**config.mk**
```make
export PLATFORM = sky130hd
export DESIGN_NAME = ultrasonic_range_zone_blinker_unit
export DESIGN_NICKNAME = d
export VERILOG_FILES = /design/src/rtl/urzb_pkg.sv /design/src/rtl/urzb_dist.sv /design/src/rtl/ultrasonic_range_zone_blinker_unit.sv
export SDC_FILE = /design/constraint.sdc
export NUM_CORES = 2
export LEC_CHECK = 0
export BUFFER_PORTS_ARGS = -buffer_cell sky130_fd_sc_hd__buf_2
export CORE_MARGIN = 1.5
export CORE_UTILIZATION = 40
export DETAILED_ROUTE_END_ITERATION = 16
export SYNTH_ARGS = -nofsm -noshare
export SYNTH_HDL_FRONTEND = slang
export SYNTH_SLANG_ARGS = --single-unit
```
**constraint.sdc**
```tcl
create_clock -name i_clk -period 6.1 [get_ports i_clk]
set_clock_uncertainty 0.2 [all_clocks]
set_input_delay 0.915 -clock i_clk [delete_from_list [all_inputs] [get_ports i_clk]]
set_output_delay 0.915 -clock i_clk [all_outputs]
set_load 0.02 [all_outputs]
```
**src/rtl/urzb_pkg.sv**
```systemverilog
// Shared constants, zone tables and helper functions for the range zone blinker.
package urzb_pkg;

    localparam int FRAC_BITS = 7;
    localparam int ZONES     = 11;

    // Configuration registers
    localparam int CLK_HZ_W   = 28;
    localparam int PRESCALE_W = 8;
    localparam int CFG_W      = CLK_HZ_W;
    localparam int CFG_IDX_W  = 1;
    localparam logic [CFG_IDX_W-1:0] REG_CLOCK_HZ = 1'd0;
    localparam logic [CFG_IDX_W-1:0] REG_PRESCALE = 1'd1;
    localparam logic [CLK_HZ_W-1:0]   CLK_HZ_RST   = 28'd120000000;
    localparam logic [PRESCALE_W-1:0] PRESCALE_RST = 8'd128;

    // Stream payloads
    localparam int TICKS_W   = 16;
    localparam int S_TDATA_W = 16;
    localparam int ZONE_W    = 4;
    localparam int PERIOD_W  = 11;
    localparam int AVG_W     = 17;
    localparam int M_FIELD_W = ZONE_W + PERIOD_W + 3 + 1 + AVG_W;
    localparam int M_TDATA_W = ((M_FIELD_W + 7) / 8) * 8;

    // Distance arithmetic
    localparam longint SCALE    = 64'd1000000 << FRAC_BITS;
    localparam int     SCALE_W  = $clog2(SCALE + 1);
    localparam int     PROD_W   = TICKS_W + PRESCALE_W;
    localparam int     NUM_W    = PROD_W + SCALE_W;
    localparam int     SOUND_K  = 58;
    localparam int     DEN_W    = CLK_HZ_W + $clog2(SOUND_K + 1);
    localparam int     DIST_W   = $clog2((400 << FRAC_BITS) + 1);
    localparam int     Q_W      = DIST_W + 1;
    localparam int     WIDE_W   = (NUM_W > DEN_W + Q_W) ? NUM_W : DEN_W + Q_W;
    localparam int     STEP_W   = $clog2(Q_W + 1);
    localparam logic [DIST_W-1:0] DIST_LO = DIST_W'(2 << FRAC_BITS);
    localparam logic [DIST_W-1:0] DIST_HI = DIST_W'(400 << FRAC_BITS);
    localparam int     SUM_W    = DIST_W + 1;
    localparam int     BND_W    = SUM_W + 1;

    // LED codes
    localparam logic [1:0] LED_RED   = 2'd0;
    localparam logic [1:0] LED_GREEN = 2'd1;
    localparam logic [1:0] LED_BLUE  = 2'd2;

    localparam logic [8:0] LO_CM [ZONES] = '{9'd2, 9'd10, 9'd25, 9'd50, 9'd75, 9'd100,
                                            9'd120, 9'd140, 9'd160, 9'd180, 9'd200};
    localparam logic [8:0] HI_CM [ZONES] = '{9'd10, 9'd25, 9'd50, 9'd75, 9'd100, 9'd120,
                                            9'd140, 9'd160, 9'd180, 9'd200, 9'd401};
    localparam logic [PERIOD_W-1:0] PER_MS [ZONES] = '{11'd0, 11'd400, 11'd600, 11'd800,
                                                      11'd1000, 11'd200, 11'd400, 11'd600,
                                                      11'd800, 11'd1000, 11'd2000};

    // First zone whose bounds strictly enclose the pair sum, else the last zone
    function automatic logic [ZONE_W-1:0] zone_of(input logic [SUM_W-1:0] sum);
        logic [ZONE_W-1:0] z;
        logic              found;
        logic [BND_W-1:0]  a;
        logic [BND_W-1:0]  b;
        logic [BND_W-1:0]  s;
        z     = ZONE_W'(ZONES - 1);
        found = 1'b0;
        s     = BND_W'(sum);
        for (int i = 0; i < ZONES; i++) begin
            a = BND_W'(LO_CM[i]) << (FRAC_BITS + 1);
            b = BND_W'(HI_CM[i]) << (FRAC_BITS + 1);
            if (!found && s > a && s < b) begin
                z     = ZONE_W'(i);
                found = 1'b1;
            end
        end
        return z;
    endfunction

    // Rescale a pair sum to 1/256 cm
    function automatic logic [AVG_W-1:0] avg_of(input logic [SUM_W-1:0] sum);
        logic [31:0] w;
        w = 32'(sum);
        if (FRAC_BITS <= 7) begin
            w = w << (7 - FRAC_BITS);
        end else begin
            w = w >> (FRAC_BITS - 7);
        end
        return w[AVG_W-1:0];
    endfunction

    // LED bit set that a led code selects
    function automatic logic [2:0] led_bit(input logic [1:0] led);
        logic [2:0] b;
        case (led)
            LED_RED:   b = 3'b001;
            LED_GREEN: b = 3'b010;
            LED_BLUE:  b = 3'b100;
            default:   b = 3'b000;
        endcase
        return b;
    endfunction

endpackage

```
**src/rtl/urzb_dist.sv**
```systemverilog
// Distance engine: product, scale and restoring divide with clamp to the sensor range.
module urzb_dist (
    input  logic                            i_clk,
    input  logic                            i_rst_n,
    input  logic                            i_start,
    input  logic [urzb_pkg::TICKS_W-1:0]    i_ticks,
    input  logic [urzb_pkg::PRESCALE_W-1:0] i_prescale,
    input  logic [urzb_pkg::CLK_HZ_W-1:0]   i_clock_hz,
    output logic                            o_done,
    output logic [urzb_pkg::DIST_W-1:0]     o_dist
);
    import urzb_pkg::*;

    localparam logic [2:0] D_IDLE  = 3'd0;
    localparam logic [2:0] D_SCALE = 3'd1;
    localparam logic [2:0] D_DIV   = 3'd2;
    localparam logic [2:0] D_CLAMP = 3'd3;

    logic [2:0]        r_st, n_st;
    logic [PROD_W-1:0] r_prod, n_prod;
    logic [DEN_W-1:0]  r_den, n_den;
    logic [WIDE_W-1:0] r_rem, n_rem;
    logic [WIDE_W-1:0] r_dsh, n_dsh;
    logic [Q_W-1:0]    r_q, n_q;
    logic              r_sat, n_sat;
    logic [STEP_W-1:0] r_cnt, n_cnt;
    logic [DIST_W-1:0] r_dist, n_dist;
    logic              r_done, n_done;
    logic              w_ge;

    // shared compare and subtract unit
    assign w_ge = (r_rem >= r_dsh);

    always_comb begin
        n_st   = r_st;
        n_prod = r_prod;
        n_den  = r_den;
        n_rem  = r_rem;
        n_dsh  = r_dsh;
        n_q    = r_q;
        n_sat  = r_sat;
        n_cnt  = r_cnt;
        n_dist = r_dist;
        n_done = 1'b0;
        case (r_st)
            D_IDLE: begin
                if (i_start) begin
                    n_prod = PROD_W'(i_ticks) * PROD_W'(i_prescale);
                    n_den  = DEN_W'(i_clock_hz) * DEN_W'(SOUND_K);
                    n_st   = D_SCALE;
                end
            end
            D_SCALE: begin
                n_rem = WIDE_W'(NUM_W'(r_prod) * NUM_W'(SCALE));
                n_dsh = WIDE_W'(r_den) << Q_W;
                n_q   = '0;
                n_sat = 1'b0;
                n_cnt = STEP_W'(Q_W);
                n_st  = D_DIV;
            end
            D_DIV: begin
                if (r_cnt == STEP_W'(Q_W)) begin
                    // quotient beyond the clamp range (also a zero divisor)
                    if (w_ge) begin
                        n_sat = 1'b1;
                        n_st  = D_CLAMP;
                    end
                end else begin
                    n_q = {r_q[Q_W-2:0], w_ge};
                    if (w_ge) begin
                        n_rem = r_rem - r_dsh;
                    end
                    if (r_cnt == '0) begin
                        n_st = D_CLAMP;
                    end
                end
                n_dsh = r_dsh >> 1;
                n_cnt = r_cnt - STEP_W'(1);
            end
            D_CLAMP: begin
                if (r_sat || r_q > Q_W'(DIST_HI)) begin
                    n_dist = DIST_HI;
                end else if (r_q < Q_W'(DIST_LO)) begin
                    n_dist = DIST_LO;
                end else begin
                    n_dist = r_q[DIST_W-1:0];
                end
                n_done = 1'b1;
                n_st   = D_IDLE;
            end
            default: begin
                n_st = D_IDLE;
            end
        endcase
    end

    always_ff @(posedge i_clk) begin
        if (!i_rst_n) begin
            r_st   <= D_IDLE;
            r_done <= 1'b0;
        end else begin
            r_st   <= n_st;
            r_done <= n_done;
        end
        r_prod <= n_prod;
        r_den  <= n_den;
        r_rem  <= n_rem;
        r_dsh  <= n_dsh;
        r_q    <= n_q;
        r_sat  <= n_sat;
        r_cnt  <= n_cnt;
        r_dist <= n_dist;
    end

    assign o_done = r_done;
    assign o_dist = r_dist;

endmodule

```
**src/rtl/ultrasonic_range_zone_blinker_unit.sv**
```systemverilog
// Request flow: an echo request runs through the restoring divider in the distance
// engine (one compare/subtract per cycle) before its result is loaded. A tick request
// goes straight to the result stage. One request is in work at a time; the next is
// accepted in the cycle after its result is loaded, even while that result waits.
// Synchronous active-low reset clears pairing, zone, period, LEDs, tick counter
// and restores clock_hz to 120000000 and prescale to 128.
module ultrasonic_range_zone_blinker_unit (
    input  logic                             i_clk,
    input  logic                             i_rst_n,
    input  logic                             i_cfg_we,
    input  logic [urzb_pkg::CFG_IDX_W-1:0]   i_cfg_idx,
    input  logic [urzb_pkg::CFG_W-1:0]       i_cfg_data,
    input  logic                             s_axis_tvalid,
    output logic                             s_axis_tready,
    // echo_ticks[15:0]
    input  logic [urzb_pkg::S_TDATA_W-1:0]   s_axis_tdata,
    // kind[0]
    input  logic                             s_axis_tuser,
    output logic                             m_axis_tvalid,
    input  logic                             m_axis_tready,
    // zone[3:0], period_ms[14:4], led_red[15], led_green[16], led_blue[17],
    // pair_done[18], avg_distance[35:19], zero[39:36]
    output logic [urzb_pkg::M_TDATA_W-1:0]   m_axis_tdata
);
    import urzb_pkg::*;

    localparam logic [1:0] T_IDLE = 2'd0;
    localparam logic [1:0] T_DIST = 2'd1;
    localparam logic [1:0] T_FIN  = 2'd2;

    logic [1:0]            r_st, n_st;
    logic [CLK_HZ_W-1:0]   r_clock_hz;
    logic [PRESCALE_W-1:0] r_prescale;
    logic                  r_kind;
    logic                  r_have_first, n_have_first;
    logic [DIST_W-1:0]     r_first, n_first;
    logic [ZONE_W-1:0]     r_zone, n_zone;
    logic                  r_period_valid, n_period_valid;
    logic [PERIOD_W-1:0]   r_period, n_period;
    logic [1:0]            r_led, n_led;
    logic [2:0]            r_lit, n_lit;
    logic [PERIOD_W-1:0]   r_tick, n_tick;
    logic                  r_mvalid, n_mvalid;
    logic [M_TDATA_W-1:0]  r_mdata, n_mdata;

    logic                  w_in_acc;
    logic                  w_out_free;
    logic                  w_dist_done;
    logic [DIST_W-1:0]     w_dist;
    logic [SUM_W-1:0]      w_sum;
    logic [ZONE_W-1:0]     w_z;
    logic [PERIOD_W-1:0]   w_per;
    logic [PERIOD_W-1:0]   w_tick_inc;
    logic                  w_pair;
    logic [AVG_W-1:0]      w_avg;

    assign s_axis_tready = (r_st == T_IDLE);
    assign w_in_acc      = s_axis_tvalid && s_axis_tready;
    assign w_out_free    = !r_mvalid || m_axis_tready;

    urzb_dist u_dist (
        .i_clk      (i_clk),
        .i_rst_n    (i_rst_n),
        .i_start    (w_in_acc && !s_axis_tuser),
        .i_ticks    (s_axis_tdata[TICKS_W-1:0]),
        .i_prescale (r_prescale),
        .i_clock_hz (r_clock_hz),
        .o_done     (w_dist_done),
        .o_dist     (w_dist)
    );

    assign w_sum      = SUM_W'(r_first) + SUM_W'(w_dist);
    assign w_z        = zone_of(w_sum);
    assign w_per      = PER_MS[w_z];
    assign w_tick_inc = r_tick + PERIOD_W'(1);

    always_comb begin
        n_st           = r_st;
        n_have_first   = r_have_first;
        n_first        = r_first;
        n_zone         = r_zone;
        n_period_valid = r_period_valid;
        n_period       = r_period;
        n_led          = r_led;
        n_lit          = r_lit;
        n_tick         = r_tick;
        n_mvalid       = r_mvalid && !m_axis_tready;
        n_mdata        = r_mdata;
        w_pair         = 1'b0;
        w_avg          = '0;
        case (r_st)
            T_IDLE: begin
                if (w_in_acc) begin
                    n_st = s_axis_tuser ? T_FIN : T_DIST;
                end
            end
            T_DIST: begin
                if (w_dist_done) begin
                    n_st = T_FIN;
                end
            end
            T_FIN: begin
                if (w_out_free) begin
                    if (!r_kind) begin
                        if (!r_have_first) begin
                            n_first      = w_dist;
                            n_have_first = 1'b1;
                        end else begin
                            n_have_first = 1'b0;
                            w_pair       = 1'b1;
                            w_avg        = avg_of(w_sum);
                            if (!r_period_valid || w_per != r_period) begin
                                n_period_valid = 1'b1;
                                n_period       = w_per;
                                n_zone         = w_z;
                                if (w_z == ZONE_W'(ZONES - 1)) begin
                                    n_led = LED_GREEN;
                                end else if (w_z inside {[4'd5:4'd9]}) begin
                                    n_led = LED_BLUE;
                                end else begin
                                    n_led = LED_RED;
                                end
                                // all off, then the new LED acts: lit either way
                                n_lit  = led_bit(n_led);
                                n_tick = '0;
                            end
                        end
                    end else if (r_period_valid) begin
                        if (w_tick_inc >= r_period) begin
                            n_tick = '0;
                            n_lit  = (r_zone == '0) ? (r_lit | led_bit(r_led))
                                                    : (r_lit ^ led_bit(r_led));
                        end else begin
                            n_tick = w_tick_inc;
                        end
                    end
                    n_mvalid = 1'b1;
                    n_mdata  = M_TDATA_W'({w_avg, w_pair, n_lit[2], n_lit[1], n_lit[0],
                                           n_period, n_zone});
                    n_st     = T_IDLE;
                end
            end
            default: begin
                n_st = T_IDLE;
            end
        endcase
    end

    always_ff @(posedge i_clk) begin
        if (!i_rst_n) begin
            r_st           <= T_IDLE;
            r_clock_hz     <= CLK_HZ_RST;
            r_prescale     <= PRESCALE_RST;
            r_have_first   <= 1'b0;
            r_first        <= '0;
            r_zone         <= '0;
            r_period_valid <= 1'b0;
            r_period       <= '0;
            r_led          <= LED_RED;
            r_lit          <= '0;
            r_tick         <= '0;
            r_mvalid       <= 1'b0;
        end else begin
            r_st           <= n_st;
            r_have_first   <= n_have_first;
            r_first        <= n_first;
            r_zone         <= n_zone;
            r_period_valid <= n_period_valid;
            r_period       <= n_period;
            r_led          <= n_led;
            r_lit          <= n_lit;
            r_tick         <= n_tick;
            r_mvalid       <= n_mvalid;
            if (i_cfg_we) begin
                case (i_cfg_idx)
                    REG_CLOCK_HZ: r_clock_hz <= i_cfg_data[CLK_HZ_W-1:0];
                    REG_PRESCALE: r_prescale <= i_cfg_data[PRESCALE_W-1:0];
                    default: begin
                    end
                endcase
            end
        end
        if (w_in_acc) begin
            r_kind <= s_axis_tuser;
        end
        r_mdata <= n_mdata;
    end

    assign m_axis_tvalid = r_mvalid;
    assign m_axis_tdata  = r_mdata;

`ifndef SYNTHESIS
    a_lit_onehot0: assert property (@(posedge i_clk) disable iff (!i_rst_n)
        $onehot0(r_lit))
        else $error("more than one LED lit");

    a_dark_before_pair: assert property (@(posedge i_clk) disable iff (!i_rst_n)
        !r_period_valid |-> (r_lit == '0 && r_tick == '0))
        else $error("LED or tick activity before any pair");

    a_tick_bound: assert property (@(posedge i_clk) disable iff (!i_rst_n)
        r_period_valid |-> (r_tick < r_period || r_tick == '0))
        else $error("tick counter ran past the period");

    a_done_in_dist: assert property (@(posedge i_clk) disable iff (!i_rst_n)
        w_dist_done |-> (r_st == T_DIST))
        else $error("distance result outside of an echo request");
`endif

endmodule

```
==> results_dict.tcl <==
set metrics [dict create \
    grt_first_pass_wirelength_um 105600 \
    num_rows 98 \
    initial_core_util 0.4066 \
    die-area_sq_um 74800 \
    drt_iter0_drc 1112 \
    yosysUniqueCellTypes 91 \
    io_buffer_count 88 \
    grt_pass1_vias 21460 \
    fmax_ghz 0.1648 \
    overflow 0 \
    min_from "r_first[12]" \
    die_height_um 273.5 \
    slew_viol_final 0 \
    finalHoldViolCount 0 \
    met1Wirelength_um 30110 \
    muxShareOfSynthArea 0.02052 \
    synth-edff-count 235 \
    synth_area_per_cell_sq_um 9.814 \
    worst_setup_path_end_kind "flop" \
    synth_fa_ha_area_frac 0.3002 \
    met2WireLength_um 29680 \
    yosysTopAreaCell "edfxtp_1" \
    highest_layer "met4" \
    syn-instance-count 2982 \
    ys.flop_type "edfxtp_1" \
    drive_above_1_share 0.1346 \
    cts_tree "yes" \
    finalSetupTns_ps 0 \
    worstSetupStartpointType "flop" \
    synth_compound_area_frac 0.1360 \
    startpoint "u_dist.r_prod[2]" \
    layout.nets 3803 \
    rsz0062_at_grt "true" \
    synth_xor_area_frac 0.03980 \
    cts_hold_buf 0 \
    antenna_cells 0 \
    clock_path_buffers 3 \
    cts.sinks 326 \
    ys_seq_elements 326 \
    status "finished clean" \
    cap_viol_max_count 0 \
    final_core_util 0.4637 \
    placed_cells 4080 \
    cts.clk_slew.worst_paths_ps 60 \
    place.gp.congestion 0.8636 \
    synthTopCellsByArea "edfxtp_1 24%, fa_1 16%, ha_1 14%" \
    whs_ps 260.3 \
    hpwl_um 49390 \
    die-width_um 273.5 \
    synth_simple_gate_area_frac 0.1360 \
    crit-reg2reg-launch "u_dist.r_prod[2]" \
    drc 0 \
    dr.pass1.iters 5 \
    routed_wl_um 62820 \
    yosysMostFrequentCell "inv_1" \
    area_growth_pct 14.04 \
    via_count 21350 \
    antenna_left 0 \
    cts_buffers 37 \
    hold_path_class "reg -> reg" \
    synthArstFlopShare 0 \
    clk-insertion-delay-late_ps 580 \
    yosysWarnings 0 \
    tightest_slew_ps 1012 \
    final_cells 4168 \
    syn_area_sq_um 29270 \
    synth_top_area_frac 0.2411 \
    ctsRootBufferMaster "clkbuf_16" \
    criticalPathCategory "reg -> reg" \
    synth_top_family_by_area "adder cells" \
    period_share 0.9947 \
    met3_length_um 1870 \
    crit_required_ps 6220 \
    crit_fanout 4 \
    slew_headroom 0.3254 \
    coreArea_sq_um 71980 \
    arrival_ps 6190 \
    ios 93 \
    finalSetupViolCount 0 \
    wire_per_inst_um 15.07 \
    htreeDepth 2 \
    min_period_ps 6068 \
    synth-seq-area-share 0.3034 \
    antenna_found_initial 1 \
    grtUsageTotal 0.1709 \
    routed_via_density 5.121 \
    grt_max_degree 58 \
    synth.top_cells.by_count "412 x inv_1, 331 x ha_1, 265 x nand2_1, 235 x edfxtp_1, 232 x fa_1" \
]
==> registers in the layout, indices dropped and copies added, names as in the netlist, 8 cells and up <==
name / count
r_clock_hz: 28
r_tick: 11
m_axis_tdata: 36
r_first: 16
u_dist.r_q: 17
u_dist.r_prod: 24
u_dist.r_rem: 51
u_dist.r_dsh: 51
r_prescale: 8
u_dist.o_dist: 16
u_dist.r_den: 33
r_period: 11
==> logic make-up (layout without fill, tap and decap cells) <==
| family | count (synthesis) | in the layout |
|---|---|---|
| AND/OR/NAND/NOR | 819 | 819 |
| XOR/XNOR | 133 | 133 |
| other | 1 | 4 |
| AO/OA/AOI/OAI | 593 | 593 |
| multiplexers | 55 | 55 |
| buffers and inverters | 492 | 725 |
| adder cells (fa/ha/maj) | 563 | 563 |
| flip-flops | 326 | 326 |
==> placed cells by master (no fill, tap or decap), types with 51 or more instances in the layout <==
master and count:
nor3_1 51, buf_4 149, ha_1 321, a21oi_1 176, buf_2 89, edfxtp_1 235, nor2_1 154, inv_1 408
a21o_1 64, o21ai_0 91, xnor2_1 83, and2_1 107, fa_1 230, dfxtp_1 87, nand3_1 70, nand2_1 263
==> metrics by stage <==
| stage | instance area, sq um | setup WS [ps] |
|---|---|---|
| 5_1_grt | 33380 | -299.0 |
| 4_1_cts | 33050 | 1.578 |
| 6_report | 33380 | 32.49 |
| 3_5_place_dp | 31650 | -318.1 |
| 2_1_floorplan | 29280 | 8.427 |
| 3_3_place_gp | 31650 | -297.5 |
==> critical path: stages, from the launching register on <==
cell and delay, ps:
edfxtp_1 470, fa_1 570, inv_1 50, fa_1 460, fa_1 500, inv_1 50, fa_1 450, ha_1 290
inv_1 50, fa_1 500, inv_1 70, ha_4 160, buf_4 130, o21a_1 180, nor2_2 130, o21ai_1 80
o211ai_1 140, a211o_1 190, nand2_2 60, o211ai_1 220, a31oi_1 140, a31o_2 270, nand2_2 70, and4b_1 180
a211o_1 220
==> final timing paths <==
path,to,slack [ps],cells past startpoint
max,u_dist.r_rem[50],30,24
min,r_first[12],260,2
max reg2reg,u_dist.r_rem[50],30,24
min reg2reg,r_first[12],260,2
==> metal layers <==
| layer | vias up | track usage |
|---|---|---|
| met5 | - | 0 |
| li1 | 10670 | - |
| met2 | 283 | 0.2925 |
| met3 | 61 | 0.01798 |
| met4 | 0 | 0.03926 |
| met1 | 10330 | 0.2320 |
==> layout make-up <==
type,instances,area [sq um]
Inverter,415,1558
Sequential cell,326,8886
Fill cell,6879,38600
Tap cell,950,1189
Clock buffer,48,1008
Clock inverter,20,236.5
Multi-Input combinational cell,2167,18880
Timing Repair Buffer,242,1618
==> timing repair <==
| item | 4_1_cts | 5_1_grt |
|---|---|---|
| buffers inserted | 12 | 8 |
| setup endpoints to repair | 10 | 62 |
| gates resized for setup | 18 | 58 |
| pin swaps | 33 | 21 |
| gates cloned | 0 | 1 |
Power is not shown: default switching activity piles up to over one toggle a cycle in this logic, so the estimate is an artifact.
